<file path="config.mk">
export PLATFORM = sky130hd
export DESIGN_NAME = contiguous_bitmap_region_allocator_core
export DESIGN_NICKNAME = d
export VERILOG_FILES = /design/src/hw/rtl/cbra_pkg.sv /design/src/hw/rtl/contiguous_bitmap_region_allocator_core.sv /design/src/hw/rtl/cbra_ram.sv /design/src/hw/rtl/cbra_div.sv /design/src/hw/rtl/cbra_scan.sv
export SDC_FILE = /design/constraint.sdc
export NUM_CORES = 2
export LEC_CHECK = 0
export ABC_AREA = 1
export ABC_CLOCK_PERIOD_IN_PS = 11000
export BUFFER_PORTS_ARGS = -buffer_cell sky130_fd_sc_hd__buf_2
export CAP_MARGIN = 10
export CORE_MARGIN = 4
export CORE_UTILIZATION = 35
export CTS_CLUSTER_SIZE = 16
export DETAILED_ROUTE_END_ITERATION = 7
export GPL_TIMING_DRIVEN = 0
export SLEW_MARGIN = 20
export SYNTH_ARGS = -nofsm -noshare
export SYNTH_HDL_FRONTEND = slang
export SYNTH_SLANG_ARGS = --single-unit
</file>
<file path="constraint.sdc">
create_clock -name clk -period 11 [get_ports clk]
set_input_delay 1.1 -clock clk [delete_from_list [all_inputs] [get_ports clk]]
set_output_delay 1.1 -clock clk [all_outputs]
set_load 0.01 [all_outputs]
</file>
<file path="src/hw/rtl/cbra_pkg.sv">
`timescale 1ns / 1ps
// Shared constants, codes and types of the contiguous bitmap region allocator.
// Used by the allocator core, its scan submodule and its port checker; no dependencies.
package cbra_pkg;

  localparam int ADDR_W    = 48;
  localparam int PAGE_W    = 20;
  localparam int RIU_W     = 11;
  localparam int CFG_IDX_W = 1;

  localparam int WORD_W  = 32;
  localparam int WORD_AW = $clog2(WORD_W);

  localparam int REGION_SLOTS_DEF     = 1024;
  localparam int PAGES_PER_REGION_DEF = 512;
  localparam int PAGE_BYTES           = 4096;

  localparam logic [ADDR_W-1:0] POOL_BASE_RESET = 48'h0100_0000_0000;
  localparam logic [RIU_W-1:0]  REGIONS_RESET   = 11'd1024;

  localparam logic [CFG_IDX_W-1:0] REG_POOL_BASE      = 1'd0;
  localparam logic [CFG_IDX_W-1:0] REG_REGIONS_IN_USE = 1'd1;

  localparam logic ACT_ALLOC = 1'b0;
  localparam logic ACT_FREE  = 1'b1;

  localparam logic STATUS_OK     = 1'b0;
  localparam logic STATUS_NO_RUN = 1'b1;

  typedef struct packed {
    logic               found;
    logic [WORD_AW-1:0] pos;
  } scan_hit_t;

endpackage

</file>
<file path="src/hw/rtl/contiguous_bitmap_region_allocator_core.sv">
`timescale 1ns / 1ps
// Top level of the first-fit contiguous region allocator: sequencer, bitmap RAM, divider and scan.
// Depends on cbra_pkg, cbra_ram, cbra_div and cbra_scan.
//
//   channel  handshake                 payload
//   req      req_valid / req_stall     action, page_count, free_address
//   rsp      rsp_valid / rsp_stall     region_address, status
//   cfg      cfg_write                 cfg_index, cfg_data
//
// The bitmap is held 32 regions to a RAM word; one item is worked on at a time.
// Allocate: the page count is divided into a region count, words are read to the first fit,
// the run is marked and its address formed by a multiply and an add; if no run fits, a failure
// status is returned. Free: the address offset is divided and the run's words are cleared.
// An item settled without the bitmap goes straight to the result. After reset a clearing pass
// writes every word, with req_stall high. A stalled result is held in the output register.
module contiguous_bitmap_region_allocator_core #(
  parameter int REGION_SLOTS     = cbra_pkg::REGION_SLOTS_DEF,
  parameter int PAGES_PER_REGION = cbra_pkg::PAGES_PER_REGION_DEF
) (
  input  logic                             clk,
  input  logic                             rst,
  input  logic                             cfg_write,
  input  logic [cbra_pkg::CFG_IDX_W-1:0]   cfg_index,
  input  logic [cbra_pkg::ADDR_W-1:0]      cfg_data,
  input  logic                             req_valid,
  output logic                             req_stall,
  input  logic                             action,
  input  logic [cbra_pkg::PAGE_W-1:0]      page_count,
  input  logic [cbra_pkg::ADDR_W-1:0]      free_address,
  output logic                             rsp_valid,
  input  logic                             rsp_stall,
  output logic [cbra_pkg::ADDR_W-1:0]      region_address,
  output logic                             status
);

  localparam int AWD       = cbra_pkg::ADDR_W;
  localparam int WAW       = cbra_pkg::WORD_AW;
  localparam int NUM_WORDS = (REGION_SLOTS + cbra_pkg::WORD_W - 1) / cbra_pkg::WORD_W;
  localparam int AW        = NUM_WORDS > 1 ? $clog2(NUM_WORDS) : 1;
  localparam int GW        = AW + WAW;
  localparam int CNT_W     = $clog2(REGION_SLOTS + 2);
  localparam int LIM_W     = $clog2(REGION_SLOTS + 1);
  localparam int RUN_W     = CNT_W + WAW + 1;
  localparam int MW        = (GW > CNT_W ? GW : CNT_W) + 1;
  localparam int LW        = LIM_W > cbra_pkg::RIU_W ? LIM_W : cbra_pkg::RIU_W;
  localparam int PG_SH     = $clog2(cbra_pkg::PAGE_BYTES);
  localparam int SPAN_W    = $clog2(REGION_SLOTS * PAGES_PER_REGION);
  localparam int XB        = SPAN_W > cbra_pkg::PAGE_W ? SPAN_W : cbra_pkg::PAGE_W;

  localparam logic [63:0] REGION_BYTES = 64'(PAGES_PER_REGION) * 64'(cbra_pkg::PAGE_BYTES);
  localparam logic [63:0] FREE_SPAN    = 64'(REGION_SLOTS) * REGION_BYTES;
  localparam logic [63:0] PAGE_SAT     = 64'(REGION_SLOTS + 1) * 64'(PAGES_PER_REGION);
  localparam int          RB_W         = $clog2(REGION_BYTES + 64'd1);
  localparam int          PW           = GW + RB_W;
  localparam logic [CNT_W-1:0] K_SAT   = CNT_W'(REGION_SLOTS + 1);

  localparam logic [3:0] S_CLEAR = 4'd0;
  localparam logic [3:0] S_IDLE  = 4'd1;
  localparam logic [3:0] S_DIVK  = 4'd2;
  localparam logic [3:0] S_DIVS  = 4'd3;
  localparam logic [3:0] S_SCAN  = 4'd4;
  localparam logic [3:0] S_MARK  = 4'd5;
  localparam logic [3:0] S_MUL   = 4'd6;
  localparam logic [3:0] S_ADD   = 4'd7;
  localparam logic [3:0] S_DONE  = 4'd8;

  logic [3:0]                state;
  logic [AW-1:0]             clr_ptr;
  logic [AWD-1:0]            pool_base;
  logic [cbra_pkg::RIU_W-1:0] regions_in_use;

  logic                      action_q;
  logic                      page_sat_q;
  logic [AWD-1:0]            addr_q;
  logic [LIM_W-1:0]          limit_q;
  logic [CNT_W-1:0]          k;
  logic [AW-1:0]             ptr;
  logic                      rd_more;
  logic                      pend;
  logic [AW-1:0]             pend_w;
  logic [AW-1:0]             last_w;
  logic [RUN_W-1:0]          run;
  logic [GW-1:0]             lo;
  logic [GW-1:0]             hi;
  logic                      set_mode;
  logic [PW-1:0]             prod;
  logic [AWD-1:0]            res_addr;
  logic                      res_status;

  logic                      accept;
  logic                      page_sat_in;
  logic [LW-1:0]             ru_ext;
  logic [LIM_W-1:0]          limit_in;
  logic                      div_start;
  logic [XB-1:0]             div_dividend;
  logic                      div_done;
  logic [CNT_W-1:0]          div_q;
  logic                      k_ready;
  logic [CNT_W-1:0]          k_val;
  logic [AWD-1:0]            diff;
  logic [AWD-PG_SH-1:0]      diff_pages;
  logic                      in_pool;
  logic                      in_range;
  logic                      free_go;
  logic [MW-1:0]             limit_m1;
  logic [WAW-1:0]            lim_bit;
  logic [cbra_pkg::WORD_W-1:0] ram_rdata;
  logic [cbra_pkg::WORD_W-1:0] scan_word;
  logic [cbra_pkg::WORD_W-1:0] mod_word;
  cbra_pkg::scan_hit_t       hit;
  logic [RUN_W-1:0]          run_out;
  logic [GW-1:0]             hit_end;
  logic [GW-1:0]             hit_start;
  logic [MW-1:0]             free_end;
  logic                      ram_we;
  logic [AW-1:0]             ram_waddr;
  logic [cbra_pkg::WORD_W-1:0] ram_wdata;
  logic                      ram_re;

  assign req_stall   = state != S_IDLE;
  assign accept      = req_valid && !req_stall;
  assign page_sat_in = 64'(page_count) >= PAGE_SAT;
  assign ru_ext      = LW'(regions_in_use);
  assign limit_in    = (ru_ext < LW'(REGION_SLOTS)) ? LIM_W'(ru_ext) : LIM_W'(REGION_SLOTS);

  assign diff       = addr_q - pool_base;
  assign diff_pages = diff[AWD-1:PG_SH];
  assign in_pool    = addr_q >= pool_base;
  assign in_range   = 64'(diff) < FREE_SPAN;

  assign k_ready = (state == S_DIVK) && (page_sat_q || div_done);
  assign k_val   = page_sat_q ? K_SAT : ((div_q == '0) ? CNT_W'(1) : div_q);
  assign free_go = k_ready && (action_q == cbra_pkg::ACT_FREE) && in_pool && in_range;

  assign div_start    = (accept && !page_sat_in) || free_go;
  assign div_dividend = (state == S_IDLE) ? XB'(page_count) : XB'(diff_pages);

  cbra_div #(
    .DW      (XB),
    .QW      (CNT_W),
    .DIVISOR (PAGES_PER_REGION)
  ) u_div (
    .clk      (clk),
    .rst      (rst),
    .start    (div_start),
    .dividend (div_dividend),
    .done     (div_done),
    .quotient (div_q)
  );

  assign limit_m1 = MW'(limit_q) - MW'(1);
  assign lim_bit  = limit_m1[WAW-1:0];

  always_comb begin
    for (int j = 0; j < cbra_pkg::WORD_W; j++) begin
      scan_word[j] = ram_rdata[j] || ((pend_w == last_w) && (WAW'(j) > lim_bit));
      if (((pend_w != lo[GW-1:WAW]) || (WAW'(j) >= lo[WAW-1:0])) &&
          ((pend_w != hi[GW-1:WAW]) || (WAW'(j) <= hi[WAW-1:0]))) begin
        mod_word[j] = set_mode;
      end else begin
        mod_word[j] = ram_rdata[j];
      end
    end
  end

  cbra_scan #(
    .CNT_W (CNT_W),
    .RUN_W (RUN_W)
  ) u_scan (
    .word    (scan_word),
    .run_in  (run),
    .k       (k),
    .hit     (hit),
    .run_out (run_out)
  );

  assign hit_end   = {pend_w, hit.pos};
  assign hit_start = GW'(MW'(hit_end) + MW'(1) - MW'(k));
  assign free_end  = MW'(div_q) + MW'(k) - MW'(1);

  assign ram_we    = (state == S_CLEAR) || ((state == S_MARK) && pend);
  assign ram_waddr = (state == S_CLEAR) ? clr_ptr : pend_w;
  assign ram_wdata = (state == S_CLEAR) ? '0 : mod_word;
  assign ram_re    = rd_more && ((state == S_SCAN) || (state == S_MARK));

  cbra_ram #(
    .WIDTH (cbra_pkg::WORD_W),
    .DEPTH (NUM_WORDS)
  ) u_map (
    .clk   (clk),
    .we    (ram_we),
    .waddr (ram_waddr),
    .wdata (ram_wdata),
    .re    (ram_re),
    .raddr (ptr),
    .rdata (ram_rdata)
  );

  always_ff @(posedge clk) begin
    if (rst) begin
      pool_base      <= cbra_pkg::POOL_BASE_RESET;
      regions_in_use <= cbra_pkg::REGIONS_RESET;
    end else if (cfg_write) begin
      case (cfg_index)
        cbra_pkg::REG_POOL_BASE: begin
          pool_base <= cfg_data;
        end
        cbra_pkg::REG_REGIONS_IN_USE: begin
          regions_in_use <= cfg_data[cbra_pkg::RIU_W-1:0];
        end
        default: begin
        end
      endcase
    end
  end

  always_ff @(posedge clk) begin
    if (rst) begin
      state     <= S_CLEAR;
      clr_ptr   <= '0;
      rd_more   <= 1'b0;
      pend      <= 1'b0;
      rsp_valid <= 1'b0;
    end else begin
      if (rsp_valid && !rsp_stall) begin
        rsp_valid <= 1'b0;
      end
      case (state)
        S_CLEAR: begin
          if (clr_ptr == AW'(NUM_WORDS - 1)) begin
            state <= S_IDLE;
          end else begin
            clr_ptr <= clr_ptr + AW'(1);
          end
        end
        S_IDLE: begin
          if (accept) begin
            action_q   <= action;
            page_sat_q <= page_sat_in;
            addr_q     <= free_address;
            limit_q    <= limit_in;
            state      <= S_DIVK;
          end
        end
        S_DIVK: begin
          if (k_ready) begin
            k          <= k_val;
            res_addr   <= '0;
            res_status <= cbra_pkg::STATUS_OK;
            if (action_q == cbra_pkg::ACT_ALLOC) begin
              if ((limit_q == '0) || (MW'(k_val) > MW'(limit_q))) begin
                res_status <= cbra_pkg::STATUS_NO_RUN;
                state      <= S_DONE;
              end else begin
                ptr     <= '0;
                rd_more <= 1'b1;
                pend    <= 1'b0;
                run     <= '0;
                last_w  <= AW'(limit_m1 >> WAW);
                state   <= S_SCAN;
              end
            end else if (free_go) begin
              state <= S_DIVS;
            end else begin
              state <= S_DONE;
            end
          end
        end
        S_DIVS: begin
          if (div_done) begin
            lo       <= GW'(div_q);
            hi       <= (free_end >= MW'(REGION_SLOTS)) ? GW'(REGION_SLOTS - 1) : GW'(free_end);
            last_w   <= (free_end >= MW'(REGION_SLOTS)) ? AW'(NUM_WORDS - 1)
                                                        : AW'(free_end >> WAW);
            set_mode <= 1'b0;
            ptr      <= AW'(div_q >> WAW);
            rd_more  <= 1'b1;
            pend     <= 1'b0;
            state    <= S_MARK;
          end
        end
        S_SCAN: begin
          pend   <= rd_more;
          pend_w <= ptr;
          if (rd_more) begin
            if (ptr == last_w) begin
              rd_more <= 1'b0;
            end else begin
              ptr <= ptr + AW'(1);
            end
          end
          if (pend) begin
            if (hit.found) begin
              lo       <= hit_start;
              hi       <= hit_end;
              last_w   <= pend_w;
              set_mode <= 1'b1;
              ptr      <= hit_start[GW-1:WAW];
              rd_more  <= 1'b1;
              pend     <= 1'b0;
              state    <= S_MARK;
            end else if (pend_w == last_w) begin
              res_status <= cbra_pkg::STATUS_NO_RUN;
              rd_more    <= 1'b0;
              pend       <= 1'b0;
              state      <= S_DONE;
            end else begin
              run <= run_out;
            end
          end
        end
        S_MARK: begin
          pend   <= rd_more;
          pend_w <= ptr;
          if (rd_more) begin
            if (ptr == last_w) begin
              rd_more <= 1'b0;
            end else begin
              ptr <= ptr + AW'(1);
            end
          end
          if (pend && (pend_w == last_w)) begin
            rd_more <= 1'b0;
            pend    <= 1'b0;
            state   <= (action_q == cbra_pkg::ACT_ALLOC) ? S_MUL : S_DONE;
          end
        end
        S_MUL: begin
          prod  <= lo * REGION_BYTES[RB_W-1:0];
          state <= S_ADD;
        end
        S_ADD: begin
          res_addr <= pool_base + AWD'(prod);
          state    <= S_DONE;
        end
        S_DONE: begin
          if (!rsp_valid || !rsp_stall) begin
            rsp_valid      <= 1'b1;
            region_address <= res_addr;
            status         <= res_status;
            state          <= S_IDLE;
          end
        end
        default: begin
          state <= S_IDLE;
        end
      endcase
    end
  end

endmodule

</file>
<file path="src/hw/rtl/cbra_ram.sv">
`timescale 1ns / 1ps
// Generic simple dual-port RAM with one write port and a registered read port.
// No dependencies.
module cbra_ram #(
  parameter int WIDTH = 32,
  parameter int DEPTH = 32
) (
  input  logic                                     clk,
  input  logic                                     we,
  input  logic [(DEPTH > 1 ? $clog2(DEPTH) : 1)-1:0] waddr,
  input  logic [WIDTH-1:0]                         wdata,
  input  logic                                     re,
  input  logic [(DEPTH > 1 ? $clog2(DEPTH) : 1)-1:0] raddr,
  output logic [WIDTH-1:0]                         rdata
);

  logic [WIDTH-1:0] mem [DEPTH];

  always_ff @(posedge clk) begin
    if (we) begin
      mem[waddr] <= wdata;
    end
    if (re) begin
      rdata <= mem[raddr];
    end
  end

endmodule

</file>
<file path="src/hw/rtl/cbra_div.sv">
`timescale 1ns / 1ps
// Division by a constant through multiplication by its rounded-up reciprocal, registered once.
// No package dependencies; the quotient is exact for every dividend that fits in DW bits, while it fits in QW bits.
module cbra_div #(
  parameter int DW      = 20,
  parameter int QW      = 11,
  parameter int DIVISOR = 512
) (
  input  logic          clk,
  input  logic          rst,
  input  logic          start,
  input  logic [DW-1:0] dividend,
  output logic          done,
  output logic [QW-1:0] quotient
);

  localparam int          SH    = DW + $clog2(DIVISOR);
  localparam int          PW    = 2 * DW + 1;
  localparam logic [63:0] RECIP = ((64'd1 << SH) + 64'(DIVISOR) - 64'd1) / 64'(DIVISOR);

  logic [PW-1:0] prod;
  logic [PW-1:0] scaled;

  assign prod   = PW'(dividend) * PW'(RECIP[DW:0]);
  assign scaled = prod >> SH;

  always_ff @(posedge clk) begin
    if (rst) begin
      done <= 1'b0;
    end else begin
      done <= start;
    end
  end

  always_ff @(posedge clk) begin
    if (start) begin
      quotient <= scaled[QW-1:0];
    end
  end

endmodule

</file>
<file path="src/hw/rtl/cbra_scan.sv">
`timescale 1ns / 1ps
// First-fit evaluation of one bitmap word: run lengths per bit, first bit that completes the run.
// Depends on cbra_pkg for the word width and the hit type.
module cbra_scan #(
  parameter int CNT_W = 11,
  parameter int RUN_W = 17
) (
  input  logic [cbra_pkg::WORD_W-1:0] word,
  input  logic [RUN_W-1:0]            run_in,
  input  logic [CNT_W-1:0]            k,
  output cbra_pkg::scan_hit_t         hit,
  output logic [RUN_W-1:0]            run_out
);

  logic [RUN_W-1:0]            run_at [cbra_pkg::WORD_W];
  logic [cbra_pkg::WORD_W-1:0] reach;

  always_comb begin
    logic has;
    logic [cbra_pkg::WORD_AW-1:0] lu;
    for (int j = 0; j < cbra_pkg::WORD_W; j++) begin
      has = 1'b0;
      lu  = '0;
      for (int i = 0; i <= j; i++) begin
        if (word[i]) begin
          has = 1'b1;
          lu  = cbra_pkg::WORD_AW'(i);
        end
      end
      if (has) begin
        run_at[j] = RUN_W'(cbra_pkg::WORD_AW'(j) - lu);
      end else begin
        run_at[j] = run_in + RUN_W'(j + 1);
      end
      reach[j] = run_at[j] >= RUN_W'(k);
    end
  end

  always_comb begin
    hit = '0;
    for (int j = cbra_pkg::WORD_W - 1; j >= 0; j--) begin
      if (reach[j]) begin
        hit.found = 1'b1;
        hit.pos   = cbra_pkg::WORD_AW'(j);
      end
    end
  end

  assign run_out = run_at[cbra_pkg::WORD_W-1];

endmodule

</file>
Word level (Yosys, flattened, before mapping)
Memories as Yosys holds them, arrays and structs flattened. A register that Yosys moved wholly into a read port is not among the register bits.
Index checks and enable logic that the tools add are counted.
- bits in registers: 316
- latch bits: 0
- bits in writable memories: 1024
- ROM bits: 0
- input port bits: 123
- output and inout port bits: 51
- logic and storage cells: 717
- memories: 1
- memories (memory ; words ; width ; read ports ; clocked after memory_dff ; write ports ; line ; text):
    u_map.mem ; 32 ; 32 ; 1 ; 1 ; 1 ; cbra_ram.sv:17 ; logic [WIDTH-1:0] mem [DEPTH];
- add/sub/neg operators: 72
- multiply operators: 0
- divide/modulo/power cells: 0
- magnitude comparators: 134
- eq/ne operators: 28
- shift operators: 0
- mux-type cells: 248
- bitwise gates (word level): 3
- reduce and logical (&&, ||, !) cells: 205
- operators with widths (operator ; count):
    2-to-1 mux 17 bit ; 38
    >= comparator 17 x 11 -> 1 bit ; 32
    adder 17 x 5 -> 17 bit, second input constant ; 16
    2-to-1 mux 5 bit ; 46
    2-to-1 mux 6 bit ; 32
    adder 17 x 4 -> 17 bit, second input constant ; 8
    logical OR 1 bit ; 102
    2-to-1 mux 1 bit ; 96
    one-hot mux 48 bit (2 select lines) ; 1
    subtractor 5 x 5 -> 6 bit, first input constant ; 16
    >= comparator 5 bit, first input constant ; 16
    greater-than comparator 5 bit, first input constant ; 16
    <= comparator 5 bit, first input constant ; 16
    logical AND 1 bit ; 74
    2-to-1 mux 10 bit ; 7
    adder 17 x 3 -> 17 bit, second input constant ; 4
    2-to-1 mux 4 bit ; 13
    adder 48 x 31 -> 48 bit ; 1
    >= comparator 48 bit ; 1
    less-than comparator 48 x 32 -> 1 bit, second input constant ; 1
    2-to-1 mux 48 bit ; 1
    subtractor 4 x 5 -> 6 bit, first input constant ; 8
    subtractor 48 bit ; 1
    >= comparator 4 x 5 -> 1 bit, first input constant ; 8
    61 further kinds ; 136

Depth between registers and ports, before layout
- depth after elaboration: 75
- mapped depth: 101

Modules after synthesis
From an unflattened synthesis, not the netlist that was laid out.
- cells, all modules: 9132
- area total of the unflattened synthesis: 80693.6 sq um
- modules (own cells, without submodules) (module ; times used ; cells each ; area an instance (sq um) ; sequential area each (sq um)):
    cbra_ram ; 1 ; 3536 ; 42726.0 ; 31710.4
    contiguous_bitmap_region_allocator_core ; 1 ; 2542 ; 19406.1 ; 8418.1
    cbra_scan ; 1 ; 3040 ; 18201.2 ; 0.0
    cbra_div ; 1 ; 14 ; 360.3 ; 350.3

Least setup slack after synthesis
Ideal clock, no wire load.
- path type: register to register
- from: register limit_q[0]
- to: register run[0] (enable)
- setup time: 0.485 ns
- arrival: 9.439 ns
- setup slack: 1.076 ns
- cell stages (with the launch flop): 59
- clock period less this slack: 9.924 ns
- cells stage by stage: edfxtp_1 inv_2 ha_1 inv_1 nand2_1 nand2_4 nand2_4 nor2_2 inv_2 o21ai_1 nand2_2 nand2_4 nor2_4 nand2_4 nor2_4 nand2_4 nor2_8 nand3_4 [... 23 more ...] o21ai_0 a21oi_1 nor2_1 nor2_1 nor2_1 o311ai_0 a21oi_1 a211oi_1 nand3_1 nor2_1 nand4_1 nor2_1 nand3_1 nor4_2 inv_2 nand2_1 inv_2 a2111oi_0
- word-level cells in the longest chain between the ends: 72
- RTL lines (item ; line ; text):
    start, declared ; contiguous_bitmap_region_allocator_core.sv:75 ; logic [LIM_W-1:0] limit_q;
    start signal, assigned ; contiguous_bitmap_region_allocator_core.sv:241 ; limit_q <= limit_in;
    subtractor 10 x 1 -> 10 bit ; contiguous_bitmap_region_allocator_core.sv:151 ; assign limit_m1 = MW'(limit_q) - MW'(1);
    greater-than comparator 1 x 5 -> 1 bit ; contiguous_bitmap_region_allocator_core.sv:156 ; scan_word[j] = ram_rdata[j] || ((pend_w == last_w) && (WAW'(j) > lim_bit));
    logical AND 1 bit ; contiguous_bitmap_region_allocator_core.sv:156 ;
    logical OR 1 bit ; contiguous_bitmap_region_allocator_core.sv:156 ;
    2-to-1 mux 1 bit ; cbra_scan.sv:25 ; if (word[i]) begin
    2-to-1 mux 5 bit / 2-to-1 mux 1 bit (equally long branches) (30 in series) ; cbra_scan.sv:25 ;
    subtractor 5 x 5 -> 6 bit / 2-to-1 mux 1 bit (equally long branches) ; cbra_scan.sv:31, cbra_scan.sv:25 ;
    2-to-1 mux 17 bit ; cbra_scan.sv:30 ; if (has) begin
    >= comparator 17 x 11 -> 1 bit ; cbra_scan.sv:35 ; reach[j] = run_at[j] >= RUN_W'(k);
    2-to-1 mux 6 bit (32 in series) ; cbra_scan.sv:42 ; if (reach[j]) begin
    != test 2 bit (no line) ; - ;
    AND reduction 8 bit (no line) (*) ; - ;
    end signal, assigned ; contiguous_bitmap_region_allocator_core.sv:308 ; run <= run_out;
    end, declared ; contiguous_bitmap_region_allocator_core.sv:82 ; logic [RUN_W-1:0] run;
Mark *: on every way between the ends. The rest lies on a longest branch, timed or not.
A chain may end at the register's enable or synchronous reset.

Worst setup path after layout
- from: register run[0]
- to: register ptr[3] (data pin)
- word-level cells in the longest chain between the ends: 40
- RTL lines (item ; line ; text):
    adder 17 x 6 -> 17 bit ; cbra_scan.sv:33 ; run_at[j] = run_in + RUN_W'(j + 1);
    2-to-1 mux 17 bit ; cbra_scan.sv:30 ;
    >= comparator 17 x 11 -> 1 bit ; cbra_scan.sv:35 ;
    2-to-1 mux 6 bit (31 in series) ; cbra_scan.sv:42 ;
    2-to-1 mux 6 bit (*) ; cbra_scan.sv:42 ;
    adder 10 x 1 -> 10 bit ; contiguous_bitmap_region_allocator_core.sv:178 ; assign hit_start = GW'(MW'(hit_end) + MW'(1) - MW'(k));
    subtractor 10 bit ; contiguous_bitmap_region_allocator_core.sv:178 ;
    2-to-1 mux 5 bit (*) ; contiguous_bitmap_region_allocator_core.sv:293 ; if (hit.found) begin
    2-to-1 mux 5 bit (*) ; contiguous_bitmap_region_allocator_core.sv:292 ; if (pend) begin
    one-hot mux 5 bit (4 select lines) (*) ; contiguous_bitmap_region_allocator_core.sv:228 ; case (state)
    end signal, assigned ; contiguous_bitmap_region_allocator_core.sv:289 ; ptr <= ptr + AW'(1);
    end signal, assigned ; contiguous_bitmap_region_allocator_core.sv:298 ; ptr <= hit_start[GW-1:WAW];
    end signal, assigned ; contiguous_bitmap_region_allocator_core.sv:319 ; ptr <= ptr + AW'(1);
    end, declared ; contiguous_bitmap_region_allocator_core.sv:77 ; logic [AW-1:0] ptr;
Marks and branches as above.

==> impl_metrics.json <==
{
  "grt_start_max_net_pins": 35,
  "tightest_slew_ns": 1.318,
  "number_of_global_route_vias_before_repair": 62710,
  "vdd_ir_drop_max_mv": 0.1545,
  "share_of_the_synthesized_area_in_compound_gates_ao_oa_aoi_oai_pct": 15.19,
  "maxCapViolations": 0,
  "status": "finished, violations left",
  "net-switching-power_uw": 3803,
  "synth.most_common_cell": "edfxtp_1",
  "groute.usage.overall_pct": 27.41,
  "number_of_endpoints_with_negative_hold_slack_in_the_final_report": 0,
  "drt_first_iter_violations": 9094,
  "ios": 174,
  "failed_checks": "negative setup slack",
  "insertion_delay_ns": 0.80,
  "grt_total_ovfl": 0,
  "critical_path.startpoint_type": "flop",
  "final_report_setup_violation_count": 5,
  "maxClockFrequency_mhz": 87.99,
  "synth-edff-count": 1300,
  "critical_path_cell_with_the_highest_stage_delay": "clkbuf_1",
  "mapped_avg_cell_area_um2": 9.622,
  "gpl.final_weighted_congestion": 1.062,
  "worst-path-max-fanout": 10,
  "dr_total_vias": 66650,
  "power_frac_comb_pct": 16.1,
  "reg2reg_setup_slack_ns": -0.36,
  "clock-root-buffer": "clkbuf_16",
  "drv_slew": 0,
  "sw_frac_of_total_pct": 28.01,
  "synth_cell_type_count": 79,
  "power.clock.fraction_pct": 35.0,
  "rr_startpoint": "run[0]$_SDFFCE_PN0P_",
  "netlist_area_um2": 76800,
  "number_of_register_bits_inferred_by_synthesis": 1372,
  "cts_tree": "done",
  "fin_crit_sh_pct": 103.3,
  "finalInstanceArea_um2": 90110,
  "worst_hold_path_type": "flop to flop",
  "timing.critical_path.to_type": "flop",
  "numClockSinks": 1372,
  "post_synth_xor_area_fraction_pct": 3.285,
  "floorplan.rows": 171,
  "place_hpwl_um": 245400,
  "dieArea_um2": 227000,
  "yosys-top-cells-count": "edfxtp_1, nor2_1, nand2_1",
  "worst_setup_hold_path_clk_slew_ns": 0.06,
  "slew_headroom_pct": 12.14,
  "critical_path_s_most_frequent_cell": "nand2_1",
  "hold_path_startpoint": "res_addr[7]$_SDFFCE_PN0P_",
  "rr_endpoint": "ptr[3]$_DFFE_PP_",
  "wire_per_inst_um": 28.36,
  "cts_made_buffers": 142,
  "number_of_buffers_on_the_longest_clock_path": 3,
  "die_height_um": 476.4,
  "fin_nets": 9123,
  "route.final.wire_length_um": 324900,
  "crit_type": "flop to flop",
  "pre_cts_setup_slack_ns": -1.806,
  "postLayoutSetupSlackWorst_ns": -0.3646,
  "pwr-share-seq_pct": 48.9,
  "grt_antenna_before_repair": 17,
  "worstHoldPathCells": 0,
  "post_synth_main_area_contributors": "edfxtp_1, ha_1, o21ai_0",
  "synth-adder-area-share_pct": 8.469,
  "worst_path_largest_cell_delay_ns": 0.84,
  "rsz_0062_raised_after_global_routing": "true",
  "count_of_input_and_output_buffers": 163,
  "yosysWarningCount": 0,
  "share_of_final_layout_standard_cells_stronger_than_drive_strength_1_pct": 11.01,
  "ant_nets": 0,
  "clock_skew_ns": 0.05439,
  "cts-htree-levels": 4,
  "synthCells": 7981,
  "yosys.area.top_type_share_pct": 50.83,
  "layout_min_cycle_time_ns": 11.36,
  "intPower_uw": 9775,
  "hold-path-endpoint": "region_address[7]$_DFFE_PP_",
  "initial_core_util_pct": 35.26,
  "drc": 0,
  "worst-endpoint-arrival_ns": 11.88,
  "drtPass1Iterations": 8,
  "grt_pass1_wl_um": 454900,
  "fp.dieW_um": 476.4,
  "postPlaceCellArea_um2": 84280,
  "p_leak_uw": 0.03403,
  "synth_simple_gate_area_share_pct": 15.18,
  "worst-endpoint-required_ns": 11.51,
  "ff2ff_path_depth": 47,
  "via_count_normalized_by_instance_count": 5.819,
  "ys.flop_type": "edfxtp_1",
  "final.fill_count": 21150,
  "async_reset_ff_share_pct": 0,
  "seq_area_frac_synth_pct": 52.71,
  "yosys-mux-area-fraction_pct": 0.02933,
  "synth_nets": 8622,
  "power_per_cell_area_nw_per_um2": 150.7,
  "main_combinational_cell_family_by_area_after_synthesis": "compound AO/OA/AOI/OAI gates",
  "yosys.area.top_type": "edfxtp_1",
  "core_area_um2": 217800,
  "area_delta_synth_final_pct": 17.34
}
-- cell type report --
class / instances / area [um^2] / share of cell area [%]
sequential: 1372 / 40480 / 44.92
multi-input combinational: 5575 / 33580 / 37.26
timing repair buffer: 357 / 3920 / 4.350
clock buffer: 180 / 3789 / 4.204
tap: 2854 / 3571 / 3.963
inverter: 681 / 2606 / 2.892
buffer: 353 / 1403 / 1.557
clock inverter: 77 / 749.5 / 0.8317
antenna: 6 / 15.01 / 0.01666
-- worst max-delay path by stage --
stage                              from  cells past startpoint                    end
2_1_floorplan  limit_q[0]$_SDFFCE_PP0P_                     58   run[0]$_SDFFCE_PN0P_
3_3_place_gp   limit_q[0]$_SDFFCE_PP0P_                     56  run[11]$_SDFFCE_PN0P_
3_5_place_dp   limit_q[0]$_SDFFCE_PP0P_                     77       ptr[4]$_DFFE_PP_
4_1_cts             pend_w[2]$_DFFE_PP_                     80       ptr[3]$_DFFE_PP_
5_1_grt        limit_q[0]$_SDFFCE_PP0P_                     82       ptr[3]$_DFFE_PP_
6_report           run[0]$_SDFFCE_PN0P_                     47       ptr[3]$_DFFE_PP_
-- routing by layer --
layer | part of all wire (%) | GRT usage [%] | vias to the layer above
met5 | 0.020 | 0 | -
met2 | 43 | 41.53 | 3982
met4 | 7.5 | 17.04 | 8
met3 | 9.7 | 4.845 | 866
li1 | - | - | 29410
met1 | 40 | 36.43 | 32380
-- registers in the layout, summed over array words and instances, names as in the netlist, 11 cells and up --
name / count
u_map.mem: 1024
addr_q: 48
pool_base: 48
region_address: 48
res_addr: 48
u_map.rdata: 32
run: 17
k: 11
limit_q: 11
regions_in_use: 11
u_div.quotient: 11
-- per-stage QoR --
stage	utilization [%]	std cells	hold slack (ns)	power [uW]	TNS, ns
floorplan	-	7981	0.4003	7580	0
global placement	37.27	11000	0.4002	8431	-119.57
detailed placement	38.69	11100	0.4045	8871	-27.33
CTS	40.98	11390	0.3959	13570	-0.1001
global route	41.37	11450	0.4076	13960	-4.197
finish	41.37	11460	0.3941	13580	-0.9257
-- cell usage in the layout (no fill, tap or decap), drive strengths merged, types with 32 or more instances in the layout --
cell type,synthesis,layout
edfxtp,1300,1300
o221ai,113,113
nor3,99,99
clkinv,16,73
ha,515,515
a211oi,35,35
nand4,89,89
a21oi,496,496
inv,665,671
o22ai,175,175
nor4,38,38
a31oi,32,32
o21ai,974,974
dfxtp,72,72
nor2,1243,1243
o211ai,41,41
nand3,219,219
nand2,1012,1012
clkbuf,304,484
xor2,261,261
buf,49,406
-- worst max-delay path, delay by kind of cell, from the launching register on --
family	cells	cell delay [ns]
flip-flops	1	0.46
adder cells (fa/ha/maj)	4	1.34
XOR/XNOR	2	1.09
buffers and inverters	6	2.49
AND/OR/NAND/NOR	21	2.14
AO/OA/AOI/OAI	14	3.50
-- logic make-up after synthesis --
kind of cell	count (synthesis)
flops	1372
fa+ha+maj	518
simple gates	2736
mux	2
compound gates	2031
buf+inv	1034
xor+xnor	288
-- power groups by stage --
| stage | sequential [uW] | combinational, uW | clock (uW) |
|---|---|---|---|
| 2_1_floorplan | 6750 | 834 | 0 |
| 3_3_place_gp | 6840 | 1590 | 0 |
| 3_5_place_dp | 6750 | 2120 | 0 |
| 4_1_cts | 6640 | 2140 | 4790 |
| 5_1_grt | 6670 | 2270 | 5020 |
| 6_report | 6640 | 2180 | 4750 |
-- timing repair --
item,4_1_cts,5_1_grt
setup endpoints to repair,57,17
pin swaps,15,82
gates cloned,0,0
hold buffers,0,0
gates resized for setup,49,103
buffers inserted,29,63
Power figures use the tool's default switching activity.
